$ cat config.mk
export PLATFORM = sky130hd
export DESIGN_NAME = tcp_congestion_window_update_top_flat
export DESIGN_NICKNAME = d
export VERILOG_FILES = /design/src/rtl/core/cwu_pkg.sv /design/src/rtl/core/cwu_evt_if.sv /design/src/rtl/core/cwu_res_if.sv /design/src/rtl/core/cwu_update.sv /design/src/rtl/core/tcp_congestion_window_update_top.sv /design/src/flat_wrapper.sv
export SDC_FILE = /design/constraint.sdc
export NUM_CORES = 1
export LEC_CHECK = 0
export BUFFER_PORTS_ARGS = -buffer_cell sky130_fd_sc_hd__buf_4
export CAP_MARGIN = 30
export CORE_ASPECT_RATIO = 0.8
export CORE_MARGIN = 2
export CORE_UTILIZATION = 61
export CTS_CLUSTER_SIZE = 20
export DETAILED_ROUTE_END_ITERATION = 12
export PLACE_DENSITY_LB_ADDON = 0.15
export SLEW_MARGIN = 20
export SYNTH_ARGS = -nofsm -noshare
export SYNTH_HDL_FRONTEND = slang
export SYNTH_HIERARCHICAL = 1
export SYNTH_SLANG_ARGS = --single-unit
$ cat constraint.sdc
create_clock -name clk -period 7.57 [get_ports clk]
set_input_delay 2.271 -clock clk [delete_from_list [all_inputs] [get_ports clk]]
set_output_delay 2.271 -clock clk [all_outputs]
set_load 0.03 [all_outputs]
$ cat src/rtl/core/cwu_pkg.sv
// Shared types and constants for the congestion window update block.
// No dependencies; every other file refers to it by scoped names.
`timescale 1ns / 1ps

package cwu_pkg;

  // Event kinds carried in the func field
  localparam logic [1:0] FUNC_START   = 2'd0;
  localparam logic [1:0] FUNC_SEGMENT = 2'd1;
  localparam logic [1:0] FUNC_TIMEOUT = 2'd2;

  // Configuration register indexes
  localparam logic [1:0] CFG_SEGMENT_SIZE      = 2'd0;
  localparam logic [1:0] CFG_INITIAL_WINDOW    = 2'd1;
  localparam logic [1:0] CFG_INITIAL_THRESHOLD = 2'd2;

  // Configuration reset values
  localparam logic [15:0] SEGMENT_SIZE_RST      = 16'd1460;
  localparam logic [31:0] INITIAL_WINDOW_RST    = 32'd4380;
  localparam logic [31:0] INITIAL_THRESHOLD_RST = 32'd65535;

  // Duplicate count at which the next repeated ACK starts fast recovery
  localparam logic [7:0] DUP_THRESHOLD = 8'd3;

  typedef struct packed {
    logic [1:0]  func;
    logic        is_ack;
    logic [31:0] ack_value;
    logic [15:0] advertised_window;
    logic [31:0] start_sequence;
  } evt_t;

  typedef struct packed {
    logic [31:0] congestion_window;
    logic [31:0] slow_start_threshold;
    logic [31:0] next_sequence;
    logic [15:0] peer_window_now;
    logic        resend_request;
    logic [31:0] resend_byte_count;
    logic        window_probe;
    logic [7:0]  duplicate_count;
  } res_t;

  typedef struct packed {
    logic [15:0] segment_size;
    logic [31:0] initial_window;
    logic [31:0] initial_threshold;
  } cfg_t;

  typedef struct packed {
    logic [31:0] cwnd;
    logic [31:0] ssthresh;
    logic [31:0] send_sequence;
    logic [15:0] peer_window;
    logic [31:0] last_advanced_ack;
    logic [7:0]  dup_counter;
    logic [31:0] last_received_ack;
    logic [15:0] last_received_window;
  } state_t;

endpackage

$ cat src/rtl/core/cwu_evt_if.sv
// Event channel: valid/ready handshake carrying one event word.
// Depends on cwu_pkg for the payload type.
`timescale 1ns / 1ps

interface cwu_evt_if;
  logic          valid;
  logic          ready;
  cwu_pkg::evt_t data;

  modport source (output valid, output data, input ready);
  modport sink (input valid, input data, output ready);
endinterface

$ cat src/rtl/core/cwu_res_if.sv
// Result channel: valid/ready handshake carrying one result word.
// Depends on cwu_pkg for the payload type.
`timescale 1ns / 1ps

interface cwu_res_if;
  logic          valid;
  logic          ready;
  cwu_pkg::res_t data;

  modport source (output valid, output data, input ready);
  modport sink (input valid, input data, output ready);
endinterface

$ cat src/rtl/core/cwu_update.sv
// Next-state and result logic for one event: Reno window rules.
// Depends on cwu_pkg for event, state, configuration and result types.
`timescale 1ns / 1ps

module cwu_update (
  input  cwu_pkg::cfg_t   cfg,
  input  cwu_pkg::state_t st,
  input  cwu_pkg::evt_t   evt,
  output cwu_pkg::state_t st_next,
  output cwu_pkg::res_t   res_next
);

  logic        advance;
  logic        fast_rec;
  logic [32:0] seq_span;
  logic        dup_hit;
  logic [31:0] half_cwnd;
  logic [31:0] grow_base;
  logic [31:0] grow_add;
  logic        grow_slow;
  logic [31:0] grow_step;
  logic [33:0] grow_sum;
  logic [31:0] grown;
  logic [31:0] fr_lost;
  logic [31:0] to_lost;

  assign advance   = evt.ack_value > st.send_sequence;
  assign fast_rec  = !advance && (st.dup_counter >= cwu_pkg::DUP_THRESHOLD);
  assign seq_span  = {1'b0, st.send_sequence} + {17'd0, cfg.segment_size};
  assign dup_hit   = !advance && !fast_rec && ({1'b0, evt.ack_value} <= seq_span) &&
                     (st.last_advanced_ack == evt.ack_value);
  assign half_cwnd = {1'b0, st.cwnd[31:1]};

  // Fold the fast recovery reload and the growth step into one add. After
  // the reload cwnd sits at or below ssthresh only when initial_window is 0.
  assign grow_base = fast_rec ? half_cwnd : st.cwnd;
  assign grow_add  = fast_rec ? cfg.initial_window : 32'd0;
  assign grow_slow = fast_rec ? (cfg.initial_window == 32'd0) : (st.cwnd <= st.ssthresh);
  assign grow_step = grow_slow ? {16'd0, cfg.segment_size} : 32'd1;
  assign grow_sum  = {2'b00, grow_base} + {2'b00, grow_add} + {2'b00, grow_step};
  assign grown     = (grow_sum[33:32] != 2'b00) ? 32'hFFFF_FFFF : grow_sum[31:0];

  // Fast recovery only runs when the ACK does not pass send_sequence
  assign fr_lost = st.send_sequence - evt.ack_value;
  assign to_lost = (st.send_sequence >= st.last_received_ack) ?
                   (st.send_sequence - st.last_received_ack) : 32'd0;

  always_comb begin
    st_next                    = st;
    res_next.resend_request    = 1'b0;
    res_next.resend_byte_count = 32'd0;
    res_next.window_probe      = 1'b0;
    case (evt.func)
      cwu_pkg::FUNC_START: begin
        st_next.cwnd                 = cfg.initial_window;
        st_next.ssthresh             = cfg.initial_threshold;
        st_next.send_sequence        = evt.start_sequence;
        st_next.peer_window          = 16'd0;
        st_next.last_advanced_ack    = 32'd0;
        st_next.dup_counter          = 8'd0;
        st_next.last_received_ack    = 32'd0;
        st_next.last_received_window = 16'd0;
      end
      cwu_pkg::FUNC_SEGMENT: begin
        st_next.last_received_ack    = evt.ack_value;
        st_next.last_received_window = evt.advertised_window;
        if (evt.is_ack) begin
          if (advance) begin
            st_next.send_sequence     = evt.ack_value;
            st_next.peer_window       = evt.advertised_window;
            st_next.last_advanced_ack = evt.ack_value;
            st_next.dup_counter       = 8'd0;
          end else if (fast_rec) begin
            st_next.ssthresh           = half_cwnd;
            st_next.send_sequence      = evt.ack_value;
            st_next.peer_window        = evt.advertised_window;
            res_next.resend_request    = 1'b1;
            res_next.resend_byte_count = fr_lost;
          end else if (dup_hit) begin
            st_next.dup_counter = st.dup_counter + 8'd1;
          end
          st_next.cwnd          = grown;
          res_next.window_probe = (st_next.peer_window == 16'd0);
        end
      end
      cwu_pkg::FUNC_TIMEOUT: begin
        st_next.ssthresh           = half_cwnd;
        st_next.cwnd               = {16'd0, cfg.segment_size};
        st_next.send_sequence      = st.last_received_ack;
        st_next.peer_window        = st.last_received_window;
        res_next.resend_request    = 1'b1;
        res_next.resend_byte_count = to_lost;
      end
      default: begin
        st_next = st;
      end
    endcase
    res_next.congestion_window    = st_next.cwnd;
    res_next.slow_start_threshold = st_next.ssthresh;
    res_next.next_sequence        = st_next.send_sequence;
    res_next.peer_window_now      = st_next.peer_window;
    res_next.duplicate_count      = st_next.dup_counter;
  end

endmodule

$ cat src/rtl/core/tcp_congestion_window_update_top.sv
// Top level of the Reno-style congestion window update block.
// Depends on cwu_pkg, cwu_evt_if, cwu_res_if and cwu_update.
`timescale 1ns / 1ps

// Usage
// - evt: one word per event (connection start, segment received, timeout),
//   taken at a clock edge where evt.valid and evt.ready are both high.
// - res: one result word per event, in event order, handed over when
//   res.valid and res.ready are both high.
// - cfg_we/cfg_index/cfg_data: register writes (0 segment size, 1 initial
//   window, 2 initial threshold); change them only while no event is in flight.
// Timing
// - Path: a taken word sits in the input stage, then in the result register.
// - Throughput: one event per cycle while res.ready stays high. The window
//   state lives in one set of registers that the update logic reads and
//   rewrites as each event retires, so consecutive events chain without bubbles.
// Reset (rst, synchronous): configuration returns to 1460 / 4380 / 65535,
//   cwnd to 4380, ssthresh to 65535, the rest of the state to zero, and both
//   the input stage and the result register empty.
// Stall: when res.ready is low the result register holds its word, the input
//   stage takes one more word, and then evt.ready drops until res drains.

module tcp_congestion_window_update_top (
  input  logic             clk,
  input  logic             rst,
  input  logic             cfg_we,
  input  logic [1:0]       cfg_index,
  input  logic [31:0]      cfg_data,
  cwu_evt_if.sink          evt,
  cwu_res_if.source        res
);

  cwu_pkg::cfg_t   cfg;
  cwu_pkg::state_t st;
  cwu_pkg::state_t st_next;
  cwu_pkg::res_t   res_next;
  cwu_pkg::evt_t   in_word;
  cwu_pkg::res_t   out_word;
  logic            in_full;
  logic            out_full;
  logic            advance;

  // Move the held event into the result register when it has room
  assign advance   = in_full && (!out_full || res.ready);
  assign evt.ready = !in_full || advance;
  assign res.valid = out_full;
  assign res.data  = out_word;

  // Configuration registers
  always_ff @(posedge clk) begin
    if (rst) begin
      cfg.segment_size      <= cwu_pkg::SEGMENT_SIZE_RST;
      cfg.initial_window    <= cwu_pkg::INITIAL_WINDOW_RST;
      cfg.initial_threshold <= cwu_pkg::INITIAL_THRESHOLD_RST;
    end else if (cfg_we) begin
      case (cfg_index)
        cwu_pkg::CFG_SEGMENT_SIZE:      cfg.segment_size      <= cfg_data[15:0];
        cwu_pkg::CFG_INITIAL_WINDOW:    cfg.initial_window    <= cfg_data;
        cwu_pkg::CFG_INITIAL_THRESHOLD: cfg.initial_threshold <= cfg_data;
        default: begin
          // drop writes to unmapped indexes
        end
      endcase
    end
  end

  // Input stage: hold one event word
  always_ff @(posedge clk) begin
    if (rst) begin
      in_full <= 1'b0;
    end else if (evt.ready) begin
      in_full <= evt.valid;
    end
  end

  always_ff @(posedge clk) begin
    if (evt.valid && evt.ready) begin
      in_word <= evt.data;
    end
  end

  cwu_update u_update (
    .cfg      (cfg),
    .st       (st),
    .evt      (in_word),
    .st_next  (st_next),
    .res_next (res_next)
  );

  // Connection state: rewritten exactly when an event retires into res
  always_ff @(posedge clk) begin
    if (rst) begin
      st.cwnd                 <= cwu_pkg::INITIAL_WINDOW_RST;
      st.ssthresh             <= cwu_pkg::INITIAL_THRESHOLD_RST;
      st.send_sequence        <= 32'd0;
      st.peer_window          <= 16'd0;
      st.last_advanced_ack    <= 32'd0;
      st.dup_counter          <= 8'd0;
      st.last_received_ack    <= 32'd0;
      st.last_received_window <= 16'd0;
    end else if (advance) begin
      st <= st_next;
    end
  end

  // Result register
  always_ff @(posedge clk) begin
    if (rst) begin
      out_full <= 1'b0;
    end else if (advance) begin
      out_full <= 1'b1;
    end else if (res.ready) begin
      out_full <= 1'b0;
    end
  end

  always_ff @(posedge clk) begin
    if (advance) begin
      out_word <= res_next;
    end
  end

  // A pending result always mirrors the live window state
  a_res_tracks_state: assert property (@(posedge clk) disable iff (rst)
    out_full |-> (out_word.congestion_window == st.cwnd) &&
                 (out_word.next_sequence == st.send_sequence) &&
                 (out_word.duplicate_count == st.dup_counter))
    else $error("result word out of step with window state");

  // Fast recovery fires at three duplicates, so the count never passes three
  a_dup_bounded: assert property (@(posedge clk) disable iff (rst)
    st.dup_counter <= cwu_pkg::DUP_THRESHOLD)
    else $error("duplicate count above fast recovery threshold");

  a_no_stray_resend: assert property (@(posedge clk) disable iff (rst)
    out_full && !out_word.resend_request |-> out_word.resend_byte_count == 32'd0)
    else $error("resend byte count without resend request");

  a_probe_zero_window: assert property (@(posedge clk) disable iff (rst)
    out_full && out_word.window_probe |-> out_word.peer_window_now == 16'd0)
    else $error("window probe with open peer window");

  // State moves only when an event retires
  a_state_holds: assert property (@(posedge clk) disable iff (rst)
    !advance |=> $stable(st))
    else $error("window state changed without a retiring event");

endmodule
$ cat src/flat_wrapper.sv
// flat-port wrapper written by rule: the top's interface ports become plain ports
module tcp_congestion_window_update_top_flat 
  (clk, rst, cfg_we, cfg_index, cfg_data, evt_valid, evt_data, evt_ready, res_valid, res_data, res_ready);
  cwu_evt_if evt_i ();
  cwu_res_if res_i ();
  input  logic clk;
  input  logic rst;
  input  logic cfg_we;
  input  logic [1:0] cfg_index;
  input  logic [31:0] cfg_data;
  input wire logic [$bits(evt_i.valid)-1:0] evt_valid;
  input wire logic [$bits(evt_i.data)-1:0] evt_data;
  output wire logic [$bits(evt_i.ready)-1:0] evt_ready;
  output wire logic [$bits(res_i.valid)-1:0] res_valid;
  output wire logic [$bits(res_i.data)-1:0] res_data;
  input wire logic [$bits(res_i.ready)-1:0] res_ready;
  assign evt_i.valid = evt_valid;
  assign evt_i.data = evt_data;
  assign evt_ready = evt_i.ready;
  assign res_valid = res_i.valid;
  assign res_data = res_i.data;
  assign res_i.ready = res_ready;
  tcp_congestion_window_update_top u_core (.clk(clk), .rst(rst), .cfg_we(cfg_we), .cfg_index(cfg_index), .cfg_data(cfg_data), .evt(evt_i), .res(res_i));
endmodule
==> metrics, run 1 <==
outcome=completed; Initial Utilization=61.5%; Root Buffer=clkbuf_16; die area=57500 um^2; most used cell along the critical path=o21ai_1; Slew Limit Fails=0; PortBufs=277; core footprint=55100 um^2; sequential cell area=12800 um^2; worst hold path type=flip-flop to flip-flop; register area share after synthesis=37.7%; Final Power=0.00737 W; Setup violations, final=0; Fin. Hold Viols=0; CP startpoint kind=flip-flop; skew final=0.0214 ns; Slew HR=32.3%; multi-input logic area=18600 um^2; Worst-Margin Slew=1.02 ns; count of flip-flops with a built-in enable after synthesis=237; Layout fillers=4396; clock sink count=519; GRT Total Usage=34.5%; Worst-path clk slew=0.07 ns; Gate Count Post-Synth=3652; Critical Path Fanout Max=16; minimum clock period=7.12 ns; number of synthesized register bits=519; Clock Path Buffers=3; PwrDens=198 nW/um^2; Top Ports=278; Fmax=140 MHz; cts hold-fix bufs=0; YS warnings=6; antenna violations before repair=4; slowest stage delay, CP=0.58 ns; post-route cell area=37300 um^2; Via density=6.28; Final Util=67.6%; VDD IR max=0.221 mV; unrepaired setup endpoints after global routing=no; distinct cell type count after synthesis=86; worst skew pair latency=0.63 ns; Syn Area/Cell=9.28 um^2; Nets=4052; CP required=8.11 ns; final wirelength=102 mm; Post CTS Setup Buffer Count=0; gr ovfl total=0; Die W=268 um; Area Growth Syn to Fin=9.95%; routed len/inst=22.6 um; first-pass GRT wire length=155 mm; HPWL Detailed=72.6 mm; cell row count=77; TNS Setup=0 ns; Vias=28300; CP max-delay cell=or4_4; vias in the first global route=26800; layout cell share with drive strength beyond 1=12.9%; Antenna Nets Post-Route=0; ys flop type=dfxtp_1; TritonCTS clock tree=yes; Crit Path Category=flip-flop to flip-flop; post-cts resize count=0; Arr. time, crit path=7.65 ns; die extent in y=215 um; H-tree depth=2; Cell Area, Synth=33900 um^2; GP Congestion=0.983; DP Area=35500 um^2; Iteration-0 DRC Markers=2979; syn_nets=3989; DRC=0; Async SR Flop Fraction=0%; max_cap viols=0; TritonCTS Buffers=53; largest net degree at the start of global routing=201; Setup crit end kind=flip-flop; P_leak=14.7 nW; worst hold slack=0.463 ns; final worst-path cycle share=94.0%; DRT Pass-1 Iters=7
worst max-delay path: cells and delay by family (launching register included):
| family | cells | cell delay [ns] |
|---|---|---|
| and+or+nand+nor | 6 | 1.57 |
| muxes | 1 | 0.14 |
| adders and majority gates | 4 | 1.38 |
| buffers and inverters | 4 | 0.56 |
| DFF | 1 | 0.48 |
| AOI/OAI and AO/OA | 13 | 2.86 |
cell usage after synthesis (43+ instances only):
master	count	area, um^2
a21o_1	69	518
a21oi_1	224	1120
a221o_1	78	781
a22oi_1	43	323
and2_1	59	369
buf_4	139	1040
clkbuf_1	119	447
dfxtp_1	282	5650
edfxtp_1	237	7120
ha_1	195	2440
inv_1	165	619
mux2i_1	243	2430
nand2_1	295	1110
nand2b_1	366	2290
nor2_1	211	792
nor3_1	82	410
o21ai_0	115	576
o22ai_1	62	388
xnor2_1	68	596
xor2_1	72	631
power breakdown:
part | internal [W] | switching (W) | total, W
clock | 0.00152 | 0.00118 | 0.00270
sequential | 0.00307 | 0.000110 | 0.00318
combinational | 0.000577 | 0.000913 | 0.00149
worst paths after layout:
| check | from | to | slack, ns | cells after the start |
|---|---|---|---|---|
| max reg2reg | u_core/in_word[48]$_DFFE_PP_ | u_core/st[198]$_SDFFE_PP0P_ | 0.45 | 28 |
| min reg2reg | u_core/cfg[23]$_SDFFE_PP0P_ | u_core/cfg[23]$_SDFFE_PP0P_ | 0.46 | 2 |
| max | u_core/in_word[48]$_DFFE_PP_ | u_core/st[198]$_SDFFE_PP0P_ | 0.45 | 28 |
| min | u_core/cfg[23]$_SDFFE_PP0P_ | u_core/cfg[23]$_SDFFE_PP0P_ | 0.46 | 2 |
placed cells by master, fill, tap and decap left out, types with 9 or more instances in the layout:
cell type and count:
a21o_1 69, a221oi_1 15, edfxtp_1 237, mux2_2 23, a31oi_1 28, nor2_1 209, ha_1 191, nand2b_1 366
o22ai_1 62, xnor2_1 68, a21oi_1 222, a211oi_1 37, dfxtp_1 282, a22oi_1 43, clkbuf_16 54, nor2b_1 35
and3_1 15, o31ai_1 39, o21a_1 21, inv_1 164, a221o_1 78, clkinv_2 14, o21bai_1 14, nand2_1 295
fa_1 20, nor4_1 31, nand4_1 35, o21ai_0 114, mux2i_1 243, xor2_1 72, nand3_1 30, o211ai_1 9
nor3_1 82, buf_4 329, and2_1 59
per-stage QoR:
stage | std cells | worst slack [ns]
CTS | 4507 | 0.152
floorplan | 3652 | 0.665
detailed placement | 4409 | 0.231
global placement | 4407 | 0.360
finish | 4509 | 0.451
global route | 4508 | 0.0422
cell type report:
type	instances	area share, %
Clock inverter	30	0.772
Multi-Input combinational cell	2638	49.8
Inverter	166	1.68
Clock buffer	68	3.96
Timing Repair Buffer	337	7.02
Tap cell	750	2.52
Antenna cell	1	0.00672
Sequential cell	519	34.2
kinds of logic after synthesis:
group | Yosys count | synth area share [%]
buffers and inverters | 495 | 7.96
adder cells (fa/ha/maj) | 215 | 8.38
AND/OR/NAND/NOR | 1189 | 18.0
flip-flops | 519 | 37.7
XOR/XNOR | 140 | 3.62
multiplexers | 266 | 7.94
AO/OA/AOI/OAI | 828 | 16.5
routing by layer:
| metal | track usage, % | vias to the layer above | wire length [um] |
|---|---|---|---|
| met2 | 50.9 | 1418 | 43300 |
| li1 | - | 13100 | - |
| met4 | 11.1 | 4 | 3240 |
| met5 | 0 | - | 26 |
| met1 | 51.1 | 13600 | 45500 |
| met3 | 6.20 | 196 | 9930 |
sequential cells by signal, summed over array words and instances (netlist names):
signal and cells:
u_core/cfg 80, u_core/in_full 1, u_core/in_word 83, u_core/res.data 154, u_core/res.valid 1, u_core/st 200
No activity file was read; power rests on OpenSTA's default activity.
==> inputs of run 2 (changes only) <==
--- a/config.mk
+++ b/config.mk
@@ -9,7 +9,7 @@
 export CAP_MARGIN = 30
 export CORE_ASPECT_RATIO = 0.8
 export CORE_MARGIN = 2
-export CORE_UTILIZATION = 61
+export CORE_UTILIZATION = 55
 export CTS_CLUSTER_SIZE = 20
 export DETAILED_ROUTE_END_ITERATION = 12
 export PLACE_DENSITY_LB_ADDON = 0.15
==> run 2 against run 1 <==
  * Register-to-register slack barely moved
  * Routed wire length fell by 0.56%
  * Sequential share of layout area rose by 0.076 points
  * Count of clock-buffer cells in the layout is 2 lower
  * Die area rose by 11%
  * Critical path depth unchanged
  * Non-clock buffer count decreased by 14
  * Global-route usage is 3.7 points lower
  * Sequential cell count is the same
  * Total power down 1.8%
  * Clock power down 4%
  * Final cell count increased by 1.4%
  * Critical path type unchanged
  * Largest power group unchanged
  * Highest routed layer is now met4
==> metrics, run 2 (synthesis gave the netlist of run 1 again) <==
outcome=completed; Arr. time, crit path=7.65 ns; max_cap viols=0; sequential cell area=12800 um^2; HPWL Detailed=73.4 mm; Area Growth Syn to Fin=9.71%; Top reg by flops=u_core/st; GRT Total Usage=30.9%; Antenna Nets Post-Route=0; VDD IR max=0.200 mV; Comb power frac=20.2%; Fin. Hold Viols=0; Iteration-0 DRC Markers=2505; GP Congestion=0.954; Via density=6.09; DP Area=35500 um^2; Worst-path clk slew=0.07 ns; Crit Path Category=flip-flop to flip-flop; Slew Limit Fails=0; Slew HR=33.3%; slowest stage delay, CP=0.58 ns; Root Buffer=clkbuf_16; routed wl met2=46.4 mm; HP Start=u_core/cfg[18]$_SDFFE_PP0P_; Clk network pwr share=35.8%; final worst-path cycle share=94.1%; Top Ports=278; DRC=0; multi-input logic area=18500 um^2; cell row count=81; Setup crit end kind=flip-flop; Hold Crit Depth=2; CP required=8.09 ns; clock sink count=519; gr ovfl total=0; DR top layer=met4; die area=63600 um^2; first-pass GRT wire length=153 mm; Post CTS Setup Buffer Count=0; TNS Setup=0 ns; TritonCTS clock tree=yes; P_int=0.00506 W; reg2reg start=u_core/st[104]$_SDFFE_PP0P_; Initial Utilization=55.5%; vias in the first global route=26700; Critical Path Fanout Max=35; H-tree depth=2; Worst Hold Path EP=u_core/cfg[18]$_SDFFE_PP0P_; core footprint=61000 um^2; most frequent cells in the layout=366 x nand2b_1, 314 x buf_4, 295 x nand2_1; die extent in y=226 um; largest net degree at the start of global routing=217; commonest non-fill, non-tap cell in the layout=nand2b_1; routed len/inst=22.2 um; P_leak=14.6 nW; worst hold slack=0.458 ns; CP max-delay cell=or4_4; max reg flops=200; met3 wire len=6.72 mm; post-cts resize count=0; PwrDens=195 nW/um^2; Psw=0.00218 W; switching share of power=30.1%; DRT Pass-1 Iters=6; Clock Path Buffers=3; cts hold-fix bufs=0; Reg2Reg Setup Slack=0.45 ns; Die W=282 um; r2r endpoint=u_core/st[180]$_SDFFE_PP1P_; skew final=0.0278 ns; Antenna diodes=0; Seq pwr share=44.0%; R2R cell count=28; PortBufs=277; worst skew pair latency=0.62 ns; final wirelength=101 mm; post-route cell area=37200 um^2; met1 wire length=44.8 mm; CP startpoint kind=flip-flop; Vias=27800; layout cell share with drive strength beyond 1=12.5%; TritonCTS Buffers=53; antenna violations before repair=4; Worst-Margin Slew=1.00 ns; Nets=4038; Layout fillers=5208; worst hold path type=flip-flop to flip-flop; Fmax=140 MHz; minimum clock period=7.12 ns; Setup violations, final=0
run 2: worst max-delay path by stage:
stage,from,endpoint,slack (ns),cells after the start
2_1_floorplan,res_ready,u_core/in_word[0]$_DFFE_PP_,0.67,2
3_3_place_gp,u_core/in_word[48]$_DFFE_PP_,u_core/st[198]$_SDFFE_PP0P_,0.51,27
3_5_place_dp,u_core/st[104]$_SDFFE_PP0P_,u_core/st[180]$_SDFFE_PP1P_,0.26,28
4_1_cts,u_core/st[104]$_SDFFE_PP0P_,u_core/st[180]$_SDFFE_PP1P_,0.22,28
5_1_grt,u_core/in_word[48]$_DFFE_PP_,u_core/st[180]$_SDFFE_PP1P_,-0.01,27
6_report,u_core/st[104]$_SDFFE_PP0P_,u_core/st[180]$_SDFFE_PP1P_,0.45,28
run 2: layout make-up:
type | instances | share of cell area, %
clock inverter | 30 | 0.609
multi-input combinational | 2638 | 49.9
timing repair buffer | 323 | 6.78
sequential | 519 | 34.3
inverter | 166 | 1.68
tap | 830 | 2.79
clock buffer | 66 | 3.93
run 2: stage by stage:
stage	std cells	utilization (%)	power, W	worst slack (ns)
after floorplan	3652	-	0.00427	0.665
after global placement	4473	58.1	0.00464	0.514
after detailed placement	4476	58.1	0.00468	0.258
after CTS	4572	60.9	0.00726	0.222
after global routing	4572	60.9	0.00750	-0.0105
final	4572	60.9	0.00723	0.447
run 2: critical path, delay by kind of cell (launching register included):
| kind | cells | cell delay [ns] |
|---|---|---|
| AOI/OAI and AO/OA | 13 | 2.91 |
| adders and majority gates | 4 | 1.36 |
| buffers and inverters | 5 | 0.92 |
| and+or+nand+nor | 4 | 0.85 |
| muxes | 2 | 0.56 |
| DFF | 1 | 0.41 |
run 2: power by group through the flow:
stage | logic, W | registers, W | clock network (W)
after global routing | 0.00158 | 0.00319 | 0.00273
final | 0.00146 | 0.00318 | 0.00259
after floorplan | 0.000984 | 0.00329 | 0
after global placement | 0.00141 | 0.00324 | 0
after detailed placement | 0.00144 | 0.00324 | 0
after CTS | 0.00144 | 0.00318 | 0.00263
run 2: layer usage:
metal  track usage, %  vias up
met5                0        -
met4             10.8        0
met3             3.80      187
met2             49.7     1120
met1             42.8    13500
li1                 -    13000
